## config.mk

```make
export PLATFORM = sky130hd
export DESIGN_NAME = preemptive_priority_scheduler
export DESIGN_NICKNAME = d
export VERILOG_FILES = /design/src/hdl/pps_pkg.sv /design/src/hdl/preemptive_priority_scheduler.sv /design/src/hdl/pps_mem.sv
export SDC_FILE = /design/constraint.sdc
export NUM_CORES = 2
export LEC_CHECK = 0
export BUFFER_PORTS_ARGS = -buffer_cell sky130_fd_sc_hd__buf_2
export CORE_ASPECT_RATIO = 0.6
export CORE_MARGIN = 1.5
export CORE_UTILIZATION = 48
export CTS_BUF_LIST = sky130_fd_sc_hd__clkbuf_8
export DETAILED_ROUTE_END_ITERATION = 10
export PLACE_DENSITY = 0.68
export SKIP_LAST_GASP = 1
export SYNTH_ARGS = -nofsm -noshare
export SYNTH_HDL_FRONTEND = slang
export SYNTH_SLANG_ARGS = --single-unit
export TNS_END_PERCENT = 50
```

## constraint.sdc

```tcl
create_clock -name clk -period 6.6 [get_ports clk]
set_input_delay 0.33 -clock clk [delete_from_list [all_inputs] [get_ports clk]]
set_output_delay 0.33 -clock clk [all_outputs]
set_load 0.02 [all_outputs]
```

## src/hdl/pps_pkg.sv

```systemverilog
// Package for the preemptive priority scheduler: sizes, word types, event codes, states.
`default_nettype none
package pps_pkg;

  // Table sizing
  localparam int MAX_JOBS  = 16;
  localparam int SLOT_W    = $clog2(MAX_JOBS);
  localparam int CNT_W     = $clog2(MAX_JOBS + 1);
  localparam int TIME_BITS = 16;
  localparam int USED_W    = 16;
  localparam logic [USED_W-1:0] USED_MAX = {USED_W{1'b1}};

  // Operation codes
  localparam logic OP_LOAD = 1'b0;
  localparam logic OP_TICK = 1'b1;

  // Event codes
  typedef enum logic [2:0] {
    EV_NONE      = 3'd0,
    EV_ENDED     = 3'd1,
    EV_SUSPENDED = 3'd2,
    EV_STARTED   = 3'd3,
    EV_RESUMED   = 3'd4
  } kind_t;

  // Tick sequencer states
  typedef enum logic [2:0] {
    ST_IDLE,
    ST_RUN_RD,
    ST_RUN_CHK,
    ST_SCAN,
    ST_EV0,
    ST_EV1
  } state_t;

  // Input word
  typedef struct packed {
    logic        operation;
    logic [15:0] job_arrival;
    logic [7:0]  job_priority;
    logic [15:0] job_burst;
    logic [15:0] job_number;
  } in_word_t;

  // Result word
  typedef struct packed {
    logic [2:0]  event_kind;
    logic [15:0] event_time;
    logic [3:0]  event_slot;
    logic [15:0] event_number;
    logic [7:0]  event_priority;
    logic        all_done;
    logic        last_event;
  } out_word_t;

  // One job table entry
  typedef struct packed {
    logic [15:0] arrival;
    logic [7:0]  prio;
    logic [15:0] burst;
    logic [15:0] number;
  } job_t;

  // Job memory access controls
  typedef struct packed {
    logic              job_we;
    logic              used_we;
    logic [SLOT_W-1:0] waddr;
    logic [SLOT_W-1:0] raddr;
  } mem_req_t;

endpackage
`default_nettype wire

```

## src/hdl/preemptive_priority_scheduler.sv

```systemverilog
// Top level: job loading, tick sequencer with memory scan, and event output.
// Load word: taken at once while idle, busy stays low, loads may come back to back.
// Tick word: busy from the tick through the scan and the event words; the scan
//   reads one table slot per cycle through the job memory's single read port.
// Events appear on out_word with out_strobe one cycle apiece, first one after the scan
//   ends; a second event follows in the very next cycle.
// Reset (rst_n low, synchronous) empties the table, stops the running job, zeroes time.
`default_nettype none
module preemptive_priority_scheduler (
  input  wire logic               clk,
  input  wire logic               rst_n,
  input  wire logic               start,
  output logic                    busy,
  input  wire pps_pkg::in_word_t  in_word,
  output logic                    out_strobe,
  output pps_pkg::out_word_t      out_word
);

  localparam int NJ = pps_pkg::MAX_JOBS;
  localparam int SW = pps_pkg::SLOT_W;
  localparam int CW = pps_pkg::CNT_W;
  localparam int TW = pps_pkg::TIME_BITS;
  localparam int UW = pps_pkg::USED_W;

  // Control state
  pps_pkg::state_t     state_r, state_nxt;
  logic [TW-1:0]       tick_r, tick_nxt;
  logic [CW-1:0]       loaded_cnt_r, loaded_cnt_nxt;
  logic [CW-1:0]       ended_cnt_r, ended_cnt_nxt;
  logic [NJ-1:0]       started_r, started_nxt;
  logic [NJ-1:0]       ended_r, ended_nxt;
  logic [SW-1:0]       running_slot_r, running_slot_nxt;
  logic                running_valid_r, running_valid_nxt;
  logic [CW-1:0]       scan_addr_r, scan_addr_nxt;
  logic                pv_r, pv_nxt;
  logic                out_strobe_r, out_strobe_nxt;

  // Per-tick working registers
  logic [SW-1:0]       pidx_r, pidx_nxt;
  logic                ended_v_r, ended_v_nxt;
  logic                prev_valid_r, prev_valid_nxt;
  logic [15:0]         run_num_r, run_num_nxt;
  logic [7:0]          run_pri_r, run_pri_nxt;
  logic                cand_valid_r, cand_valid_nxt;
  logic                cand_held_r, cand_held_nxt;
  logic [SW-1:0]       cand_r, cand_nxt;
  logic [7:0]          cand_pri_r, cand_pri_nxt;
  logic [15:0]         cand_arr_r, cand_arr_nxt;
  logic [15:0]         cand_num_r, cand_num_nxt;
  logic [UW-1:0]       cand_used_r, cand_used_nxt;
  pps_pkg::kind_t      ev1_kind_r, ev1_kind_nxt;
  pps_pkg::out_word_t  out_word_r, out_word_nxt;

  // Memory interface
  pps_pkg::mem_req_t   mem_req;
  pps_pkg::job_t       wr_job;
  logic [UW-1:0]       wr_used;
  pps_pkg::job_t       rd_job;
  logic [UW-1:0]       rd_used;

  logic                accept;
  logic                end_hit;
  logic                elig;
  logic                take;
  logic                switched;
  logic                has2;
  logic                done;
  pps_pkg::kind_t      cand_kind;

  pps_mem u_mem (
    .clk     (clk),
    .req     (mem_req),
    .wr_job  (wr_job),
    .wr_used (wr_used),
    .rd_job  (rd_job),
    .rd_used (rd_used)
  );

  assign busy       = (state_r != pps_pkg::ST_IDLE);
  assign accept     = start && !busy;
  assign out_strobe = out_strobe_r;
  assign out_word   = out_word_r;

  // Next state and datapath
  always_comb begin
    state_nxt         = state_r;
    tick_nxt          = tick_r;
    loaded_cnt_nxt    = loaded_cnt_r;
    ended_cnt_nxt     = ended_cnt_r;
    started_nxt       = started_r;
    ended_nxt         = ended_r;
    running_slot_nxt  = running_slot_r;
    running_valid_nxt = running_valid_r;
    scan_addr_nxt     = scan_addr_r;
    pv_nxt            = pv_r;
    out_strobe_nxt    = 1'b0;
    pidx_nxt          = pidx_r;
    ended_v_nxt       = ended_v_r;
    prev_valid_nxt    = prev_valid_r;
    run_num_nxt       = run_num_r;
    run_pri_nxt       = run_pri_r;
    cand_valid_nxt    = cand_valid_r;
    cand_held_nxt     = cand_held_r;
    cand_nxt          = cand_r;
    cand_pri_nxt      = cand_pri_r;
    cand_arr_nxt      = cand_arr_r;
    cand_num_nxt      = cand_num_r;
    cand_used_nxt     = cand_used_r;
    ev1_kind_nxt      = ev1_kind_r;
    out_word_nxt      = out_word_r;

    mem_req           = '0;
    mem_req.raddr     = running_slot_r;
    wr_job.arrival    = in_word.job_arrival;
    wr_job.prio       = in_word.job_priority;
    wr_job.burst      = in_word.job_burst;
    wr_job.number     = in_word.job_number;
    wr_used           = '0;

    end_hit   = 1'b0;
    elig      = 1'b0;
    take      = 1'b0;
    switched  = cand_valid_r && (!prev_valid_r || (running_slot_r != cand_r));
    cand_kind = started_r[cand_r] ? pps_pkg::EV_RESUMED : pps_pkg::EV_STARTED;
    has2      = 1'b0;
    done      = (ended_cnt_r == loaded_cnt_r);

    case (state_r)
      pps_pkg::ST_IDLE: begin
        if (accept) begin
          if (in_word.operation == pps_pkg::OP_TICK) begin
            tick_nxt  = tick_r + TW'(1);
            state_nxt = pps_pkg::ST_RUN_RD;
          end else if (loaded_cnt_r < CW'(NJ)) begin
            // load into next free slot, used time and flags cleared
            mem_req.job_we  = 1'b1;
            mem_req.used_we = 1'b1;
            mem_req.waddr   = loaded_cnt_r[SW-1:0];
            started_nxt[loaded_cnt_r[SW-1:0]] = 1'b0;
            ended_nxt[loaded_cnt_r[SW-1:0]]   = 1'b0;
            loaded_cnt_nxt  = loaded_cnt_r + CW'(1);
          end
        end
      end

      pps_pkg::ST_RUN_RD: begin
        mem_req.raddr = running_slot_r;
        state_nxt     = pps_pkg::ST_RUN_CHK;
      end

      pps_pkg::ST_RUN_CHK: begin
        // running job ends once its used time reaches its burst
        end_hit        = running_valid_r && (rd_used >= rd_job.burst);
        ended_v_nxt    = end_hit;
        prev_valid_nxt = running_valid_r && !end_hit;
        run_num_nxt    = rd_job.number;
        run_pri_nxt    = rd_job.prio;
        if (end_hit) begin
          ended_nxt[running_slot_r] = 1'b1;
          ended_cnt_nxt             = ended_cnt_r + CW'(1);
        end
        // candidate seeded with the job still running
        cand_valid_nxt = running_valid_r && !end_hit;
        cand_held_nxt  = running_valid_r && !end_hit;
        cand_nxt       = running_slot_r;
        cand_pri_nxt   = rd_job.prio;
        cand_arr_nxt   = rd_job.arrival;
        cand_num_nxt   = rd_job.number;
        cand_used_nxt  = rd_used;
        // first scan read
        mem_req.raddr  = '0;
        pidx_nxt       = '0;
        pv_nxt         = (loaded_cnt_r != '0);
        scan_addr_nxt  = (loaded_cnt_r != '0) ? CW'(1) : '0;
        state_nxt      = pps_pkg::ST_SCAN;
      end

      pps_pkg::ST_SCAN: begin
        // compare the slot whose data just came back
        if (pv_r) begin
          elig = !ended_r[pidx_r] && !(32'(rd_job.arrival) > 32'(tick_r));
          if (elig) begin
            if (!cand_valid_r) begin
              take = 1'b1;
            end else if (rd_job.prio < cand_pri_r) begin
              take = 1'b1;
            end else if (!cand_held_r && (rd_job.prio == cand_pri_r) &&
                         ((rd_job.arrival < cand_arr_r) ||
                          ((rd_job.arrival == cand_arr_r) && (pidx_r < cand_r)))) begin
              take = 1'b1;
            end
          end
          if (take) begin
            cand_nxt       = pidx_r;
            cand_valid_nxt = 1'b1;
            cand_held_nxt  = 1'b0;
            cand_pri_nxt   = rd_job.prio;
            cand_arr_nxt   = rd_job.arrival;
            cand_num_nxt   = rd_job.number;
            cand_used_nxt  = rd_used;
          end
        end
        // issue the next slot read
        if (scan_addr_r < loaded_cnt_r) begin
          mem_req.raddr = scan_addr_r[SW-1:0];
          pidx_nxt      = scan_addr_r[SW-1:0];
          pv_nxt        = 1'b1;
          scan_addr_nxt = scan_addr_r + CW'(1);
        end else begin
          pv_nxt = 1'b0;
        end
        if (!pv_r) begin
          state_nxt = pps_pkg::ST_EV0;
        end
      end

      pps_pkg::ST_EV0: begin
        out_strobe_nxt            = 1'b1;
        out_word_nxt.event_time   = 16'(tick_r);
        out_word_nxt.all_done     = done;
        if (ended_v_r) begin
          out_word_nxt.event_kind     = pps_pkg::EV_ENDED;
          out_word_nxt.event_slot     = 4'(running_slot_r);
          out_word_nxt.event_number   = run_num_r;
          out_word_nxt.event_priority = run_pri_r;
          has2                        = switched;
        end else if (switched && prev_valid_r) begin
          out_word_nxt.event_kind     = pps_pkg::EV_SUSPENDED;
          out_word_nxt.event_slot     = 4'(running_slot_r);
          out_word_nxt.event_number   = run_num_r;
          out_word_nxt.event_priority = run_pri_r;
          has2                        = 1'b1;
        end else if (switched) begin
          out_word_nxt.event_kind     = cand_kind;
          out_word_nxt.event_slot     = 4'(cand_r);
          out_word_nxt.event_number   = cand_num_r;
          out_word_nxt.event_priority = cand_pri_r;
        end else begin
          out_word_nxt.event_kind     = pps_pkg::EV_NONE;
          out_word_nxt.event_slot     = '0;
          out_word_nxt.event_number   = '0;
          out_word_nxt.event_priority = '0;
        end
        out_word_nxt.last_event = !has2;
        ev1_kind_nxt            = cand_kind;
        // commit the new running job and bump its used time
        running_valid_nxt = cand_valid_r;
        if (cand_valid_r) begin
          running_slot_nxt = cand_r;
          mem_req.used_we  = 1'b1;
          mem_req.waddr    = cand_r;
          wr_used          = (cand_used_r == pps_pkg::USED_MAX) ? cand_used_r
                                                                : cand_used_r + UW'(1);
        end
        if (switched) begin
          started_nxt[cand_r] = 1'b1;
        end
        state_nxt = has2 ? pps_pkg::ST_EV1 : pps_pkg::ST_IDLE;
      end

      pps_pkg::ST_EV1: begin
        // second word is always the start or resume of the new job
        out_strobe_nxt              = 1'b1;
        out_word_nxt.event_kind     = ev1_kind_r;
        out_word_nxt.event_time     = 16'(tick_r);
        out_word_nxt.event_slot     = 4'(cand_r);
        out_word_nxt.event_number   = cand_num_r;
        out_word_nxt.event_priority = cand_pri_r;
        out_word_nxt.all_done       = done;
        out_word_nxt.last_event     = 1'b1;
        state_nxt                   = pps_pkg::ST_IDLE;
      end

      default: begin
        state_nxt = pps_pkg::ST_IDLE;
      end
    endcase
  end

  // Control registers
  always_ff @(posedge clk) begin
    if (!rst_n) begin
      state_r         <= pps_pkg::ST_IDLE;
      tick_r          <= '0;
      loaded_cnt_r    <= '0;
      ended_cnt_r     <= '0;
      started_r       <= '0;
      ended_r         <= '0;
      running_slot_r  <= '0;
      running_valid_r <= 1'b0;
      scan_addr_r     <= '0;
      pv_r            <= 1'b0;
      out_strobe_r    <= 1'b0;
    end else begin
      state_r         <= state_nxt;
      tick_r          <= tick_nxt;
      loaded_cnt_r    <= loaded_cnt_nxt;
      ended_cnt_r     <= ended_cnt_nxt;
      started_r       <= started_nxt;
      ended_r         <= ended_nxt;
      running_slot_r  <= running_slot_nxt;
      running_valid_r <= running_valid_nxt;
      scan_addr_r     <= scan_addr_nxt;
      pv_r            <= pv_nxt;
      out_strobe_r    <= out_strobe_nxt;
    end
  end

  // Working and payload registers
  always_ff @(posedge clk) begin
    pidx_r       <= pidx_nxt;
    ended_v_r    <= ended_v_nxt;
    prev_valid_r <= prev_valid_nxt;
    run_num_r    <= run_num_nxt;
    run_pri_r    <= run_pri_nxt;
    cand_valid_r <= cand_valid_nxt;
    cand_held_r  <= cand_held_nxt;
    cand_r       <= cand_nxt;
    cand_pri_r   <= cand_pri_nxt;
    cand_arr_r   <= cand_arr_nxt;
    cand_num_r   <= cand_num_nxt;
    cand_used_r  <= cand_used_nxt;
    ev1_kind_r   <= ev1_kind_nxt;
    out_word_r   <= out_word_nxt;
  end

  // Checks
  a_strobe_from_ev: assert property (@(posedge clk) disable iff (!rst_n)
    out_strobe |-> $past(state_r == pps_pkg::ST_EV0 || state_r == pps_pkg::ST_EV1))
    else $error("result word without an event state");

  a_pair_adjacent: assert property (@(posedge clk) disable iff (!rst_n)
    out_strobe && !out_word.last_event |=> out_strobe && out_word.last_event)
    else $error("first of two event words not followed by the last one");

  a_ended_le_loaded: assert property (@(posedge clk) disable iff (!rst_n)
    ended_cnt_r <= loaded_cnt_r)
    else $error("more jobs ended than loaded");

  a_running_loaded: assert property (@(posedge clk) disable iff (!rst_n)
    running_valid_r |-> (CW'(running_slot_r) < loaded_cnt_r))
    else $error("running slot outside the loaded table");

  a_tick_busy: assert property (@(posedge clk) disable iff (!rst_n)
    accept && (in_word.operation == pps_pkg::OP_TICK) |=> busy)
    else $error("tick accepted without entering the sequencer");

  a_load_idle: assert property (@(posedge clk) disable iff (!rst_n)
    accept && (in_word.operation == pps_pkg::OP_LOAD) |=> !busy && !out_strobe)
    else $error("load word started the sequencer");

endmodule
`default_nettype wire

```

## src/hdl/pps_mem.sv

```systemverilog
// Job table and used-time memories, one write and one registered read port each.
`default_nettype none
module pps_mem (
  input  wire logic                          clk,
  input  wire pps_pkg::mem_req_t             req,
  input  wire pps_pkg::job_t                 wr_job,
  input  wire logic [pps_pkg::USED_W-1:0]    wr_used,
  output pps_pkg::job_t                      rd_job,
  output logic [pps_pkg::USED_W-1:0]         rd_used
);

  pps_pkg::job_t                   job_mem  [pps_pkg::MAX_JOBS];
  logic [pps_pkg::USED_W-1:0]      used_mem [pps_pkg::MAX_JOBS];

  // Job entries: written on load only
  always_ff @(posedge clk) begin
    if (req.job_we) begin
      job_mem[req.waddr] <= wr_job;
    end
    rd_job <= job_mem[req.raddr];
  end

  // Used time: cleared on load, bumped at the end of a tick
  always_ff @(posedge clk) begin
    if (req.used_we) begin
      used_mem[req.waddr] <= wr_used;
    end
    rd_used <= used_mem[req.raddr];
  end

endmodule
`default_nettype wire

```

Word-level counts from Yosys, hierarchy flattened
Memory sizes are Yosys's and may differ from the RTL's. A register that Yosys moved wholly into a read port is not among the register bits.
Cells that the tools add are included.

word-level totals
  latch bits = 0
  output and inout port bits = 51
  register bits after elaboration = 217
  word-level logic and storage cells = 202
  memories kept = 2
  bits in writable memories = 1152
  memory bits (read-only) = 0

memories
  name            words  bits a word  rd ports  clocked after memory_dff  write ports  line           text
  u_mem.job_mem   16     56           1         1                         1            pps_mem.sv:12  pps_pkg::job_t job_mem [pps_pkg::MAX_JOBS];
  u_mem.used_mem  16     16           1         1                         1            pps_mem.sv:13  logic [pps_pkg::USED_W-1:0] used_mem [pps_pkg::MAX_JOBS];

operators by class
  muxes and demuxes = 86
  reductions and logical operators = 38
  bitwise logic cells = 6
  shift operators = 0
  $mul = 0
  eq/ne operators = 20
  $add $sub $neg = 5
  $lt $le $gt $ge = 14
  divide/modulo/power cells = 0

operator list
  kind                                                count
  two-way mux 16 bit                                  17
  case mux 16 bit (2 select lines)                    5
  case mux 49 bit (2 select lines)                    1
  two-way mux 28 bit                                  3
  adder 16 x 1 -> 16 bit, second input constant       2
  bitwise AND 16 bit                                  2
  bitwise OR 16 bit                                   2
  two-way mux 1 bit                                   26
  two-way mux 3 bit                                   8
  case mux 4 bit (2 select lines)                     3
  < comparator 4 x 5 -> 1 bit, second input constant  4
  case mux 5 bit (2 select lines)                     2
  two-way mux 6 bit                                   3
  inequality test 2 bit, second input constant        9
  equality test 16 bit                                1
  equality test 16 bit, second input constant         1
  >= comparator 16 bit                                1
  greater-than comparator 16 bit                      1
  < comparator 16 bit                                 1
  two-way mux 4 bit                                   4
  two-way mux 8 bit                                   2
  inverter 16 bit                                     1
  case mux 8 bit (2 select lines)                     1
  adder 5 x 1 -> 5 bit, second input constant         3
  30 further kinds                                    66

Longest topological paths before layout
  depth after elaboration = 13
  mapped depth = 15

Cells and area by module
A second synthesis with hierarchy kept.

unflattened totals
  cell total of the unflattened synthesis = 2825
  area total of the unflattened synthesis = 55343.1 um^2

by module, submodules not included
  module                         cells each  area each (um^2)  times used
  pps_mem                        1874        44651.6           1
  preemptive_priority_scheduler  951         10691.5           1

Least setup slack after synthesis
OpenSTA, ideal clock, no wires.

  kind = flip-flop to flip-flop
  start point = register state_r[0]
  end point = memory u_mem.job_mem[9][0] (netlist name), enable pin
  arrival = 5.531 ns
  required time = 6.061 ns
  slack = 0.530 ns
  cell stages (with the launch flop) = 7
  period minus slack after synthesis = 6.070 ns
  library setup time = 0.539 ns
  buffers on the path = 2
  path through = dfxtp_1 clkbuf_1 nor3_1 nand3_1 clkbuf_1 o32a_1 nor3_1

between the ends
  longest elaborated chain between the ends = 7
  elaborated cells between the ends (all ways) = 10

RTL lines
  element                                  line                                  text
  from (decl)                              preemptive_priority_scheduler.sv:26   pps_pkg::state_t state_r, state_nxt;
  from (signal assigned)                   preemptive_priority_scheduler.sv:283  state_r <= pps_pkg::ST_IDLE;
  from (signal assigned)                   preemptive_priority_scheduler.sv:295  state_r <= state_nxt;
  nonzero test 3 bit                       preemptive_priority_scheduler.sv:79   assign busy = (state_r != pps_pkg::ST_IDLE);
  logical NOT 1 bit                        preemptive_priority_scheduler.sv:80   assign accept = start && !busy;
  logical AND 1 bit                        preemptive_priority_scheduler.sv:80
  two-way mux 6 bit                        preemptive_priority_scheduler.sv:130  if (accept) begin
  two-way mux 1 bit                        preemptive_priority_scheduler.sv:128  case (state_r)
  two-way mux 1 bit                        pps_mem.sv:17                         if (req.job_we) begin
  two-way mux 1 bit (implied by the code)  pps_mem.sv:18                         job_mem[req.waddr] <= wr_job;
  to (decl)                                pps_mem.sv:12

Parallel ways exist; a longest one is shown, timed or not.

Worst setup path after layout
  start point = register loaded_cnt_r[2]
  end point = register, netlist name u_mem.rd_job[16]

between the ends
  longest elaborated chain between the ends = 3

RTL lines
  element                          line                                  text
  from (decl)                      preemptive_priority_scheduler.sv:28   logic [CW-1:0] loaded_cnt_r, loaded_cnt_nxt;
  from (signal assigned)           preemptive_priority_scheduler.sv:297  loaded_cnt_r <= loaded_cnt_nxt;
  < comparator 5 bit               preemptive_priority_scheduler.sv:204  if (scan_addr_r < loaded_cnt_r) begin
  two-way mux 4 bit                preemptive_priority_scheduler.sv:204
  case mux 4 bit (2 select lines)  preemptive_priority_scheduler.sv:128

No other way between the ends.
A chain may end at the register's enable or synchronous reset.

==> summary.md <==
| Metric | Value |
|---|---|
| Status | `complete, no violations` |
| Fraction of registers with async set/reset | `0%` |
| Core area | `119,000 um2` |
| Layout area overhead | `11.9%` |
| Non-Filler Instances | `6,072` |
| Die area | `between 100,000 and 150,000 um2` |
| Fin. max-slew vios | `0` |
| Post-synth top area share | `between 60% and 70%` |
| Chip height | `272 um` |
| Worst Setup Path Type | `flop to flop` |
| Max Freq | `between 200 and 250 MHz` |
| Routability cong. | `~0.88` |
| Yosys warnings | `0` |
| Via count | `around 37,000` |
| CP Capture Type | `flop` |
| Area contributors post-synth | `edfxtp_1, dfxtp_1, a211oi_1, nand3_1, mux2i_1` |
| Port bufs | `between 100 and 150` |
| ANT nets after route | `0` |
| CP max FO | `125` |
| CTS H-tree lvls | `4` |
| Post-Place Cells | `roughly 5,600` |
| Syn nets | `between 4,000 and 5,000` |
| Post-CTS Setup Bufs | `0` |
| Post-synth EDFFs | `1,295` |
| Tot Pwr | `~18,000 uW` |
| Yosys reg bits | `between 1,000 and 1,500` |
| Overflow after GRT | `0` |
| Startpoint Class | `flop` |
| Top-count cell post-synth | `edfxtp_1` |
| Combined flip-flop and latch cell area | `around 42,000 um2` |
| Post-DP HPWL | `between 80,000 and 90,000 um` |
| Vias in the first global route | `about 35,000` |
| Seq/Total Area, Yosys | `approximately 72%` |
| Layout cells sized above 1 | `roughly an eighth` |
| Multi-input gate area | `between 10,000 and 15,000 um2` |
| All-Layer GR Usage | `between 20% and 30%` |
| Syn_area_per_cell | `~14 um2` |
| Cell Area, Synth | `slightly below 60,000 um2` |
| Site row count | `98` |
| Worst Max-Slew Pin Slew | `1.31 ns` |
| Max Root-Sink Buffers | `3` |
| RSZ-0062 raised after global routing | `no` |
| Residual DRC count | `0` |
| DRT Pass-1 Iters | `6` |
| Cts bufs inserted | `between 150 and 200` |
| Post-synth top area cell | `edfxtp_1` |
| Synth top cells by count | `edfxtp_1, nand2_1, nand3_1` |
| Drt wl/cell | `about 26 um` |
| Global-route wire length before repair | `around 230,000 um` |
| Initial Util | `between 40% and 50%` |
| Initial antenna violation count | `6` |
| Worst Clk Skew | `just over 0.04 ns` |
| Setup-failing EPs final | `0` |
| TNS Setup | `0 ns` |
| # fillers | `9,649` |
| WP data arrival | `between 5 and 6 ns` |
| Prevailing post-synth register cell | `edfxtp_1` |
| Root buffer cell | `clkbuf_8` |
| Vias per cell | `about 6` |
| Max_cap viols | `0` |
| Hold Vio Cnt, Final | `0` |
| Nets | `4,424` |
| Critical Path RT | `7.35 ns` |
| Clock Sink Count | `roughly 1,400` |
| Distinct cells, synth | `64` |
| Core Util, Final | `between 50% and 60%` |
| PostCTS Resize Cnt | `0` |
| Largest net degree at the start of global routing | `190` |
| Number of DRC markers in iteration 0 | `4,930` |
| Relative slew slack | `between 10% and 20%` |
| I/O Pins | `around 110` |
| Routed WL | `around 160,000 um` |
| Final worst path period share | `about 70%` |
| Final min period | `approximately 4.6 ns` |
| Max VDD drop | `approximately 0.00021 V` |
| Power per cell area | `284 nW/um2` |
| Leakage | `0.0219 uW` |
| CTS tree | `built` |
| Syn Inst Count | `4,140` |
| Die W | `451 um` |
| HP Class | `primary input to flop` |
| CTS clk-pin slew, worst paths | `0.06 ns` |
| Clk_lat worst skew | `slightly above 0.9 ns` |
## path summary, 6_finish.rpt
path                                 startpoint          endpoint  slack, ns  cells past startpoint
worst max-delay path            loaded_cnt_r[2]  u_mem.rd_job[16]       1.97                     11
worst min-delay path                      start         tick_r[0]       0.09                      4
worst max register to register  loaded_cnt_r[2]  u_mem.rd_job[16]       1.97                     11
worst min register to register       tick_r[12]      out_word[42]       0.44                      0
## area by class of cell
type,count,share of cell area [%]
sequential,1440,64.6
tap,1600,3.10
clock buffer,227,4.83
timing repair buffer,259,3.28
antenna,6,0.0232
inverter,82,0.476
clock inverter,144,1.08
multi-input combinational,2314,22.6
## through the flow
stage | hold slack, ns | instance area (um2) | worst slack (ns)
2_1_floorplan | 0.404 | 57800 | 0.530
3_3_place_gp | 0.422 | 60200 | 2.11
3_5_place_dp | 0.423 | 60200 | 1.99
4_1_cts | 0.0114 | 64600 | 2.00
5_1_grt | 0.0707 | 64700 | 1.79
6_report | 0.0941 | 64700 | 1.97
## power by group
part | switching [uW] | total [uW] | leakage, uW | internal [uW]
sequential | 228 | 10500 | 0.0127 | 10300
combinational | 836 | 1230 | 0.00687 | 390
clock | 3420 | 6660 | 0.00230 | 3240
total | 4480 | 18400 | 0.0219 | 13900
## per-layer routing
metal  part of all wire, %  global-route usage, %
met1                    44                   39.3
met2                    42                   35.3
met3                    12                   6.01
met4                   1.9                   7.25
met5                0.0076                      0
## cells in the final DEF, fill, tap and decap left out, types with 60 or more instances in the layout
cell type and n:
nor2_1 68, nand3_1 319, dfxtp_1 145, o21ai_0 209
dlygate4sd3_1 60, edfxtp_1 1295, or4_1 146, nand2_1 374
buf_2 110, buf_4 65, o22ai_1 76, ha_1 71
a21oi_1 179, inv_1 170, o21ai_1 123, a211oi_1 296
mux2i_1 149, clkbuf_8 227
## state kept, by name, indices dropped and copies added (netlist names), 49 cells and up
name / count
u_mem.used_mem: 256
u_mem.job_mem: 896
out_word: 49
u_mem.rd_job: 56
## worst max-delay path, stage by stage, from the launching register on
cell and delay [ns]:
dfxtp_1 0.55, inv_1 0.18, ha_1 0.39, a21o_1 0.24, a311oi_4 0.45, o2111ai_1 0.24
o211ai_1 0.23, buf_12 0.30, buf_12 0.59, a211oi_1 0.10, or4_1 0.53, or4_1 0.49
## what timing repair did
| action | in CTS | in global routing |
|---|---|---|
| hold endpoints to repair | 904 | 0 |
| hold buffers | 60 | 0 |
| endpoints found under the setup margin | 0 | 0 |
## logic make-up after synthesis
kind of cell,after synthesis,synth area share (%)
simple gates,1048,8.91
compound gates,1000,10.9
buf+inv,386,2.89
mux,161,2.99
xor+xnor,34,0.515
fa+ha+maj,71,1.54
flops,1440,72.3
No activity file was read; power rests on OpenSTA's default activity.
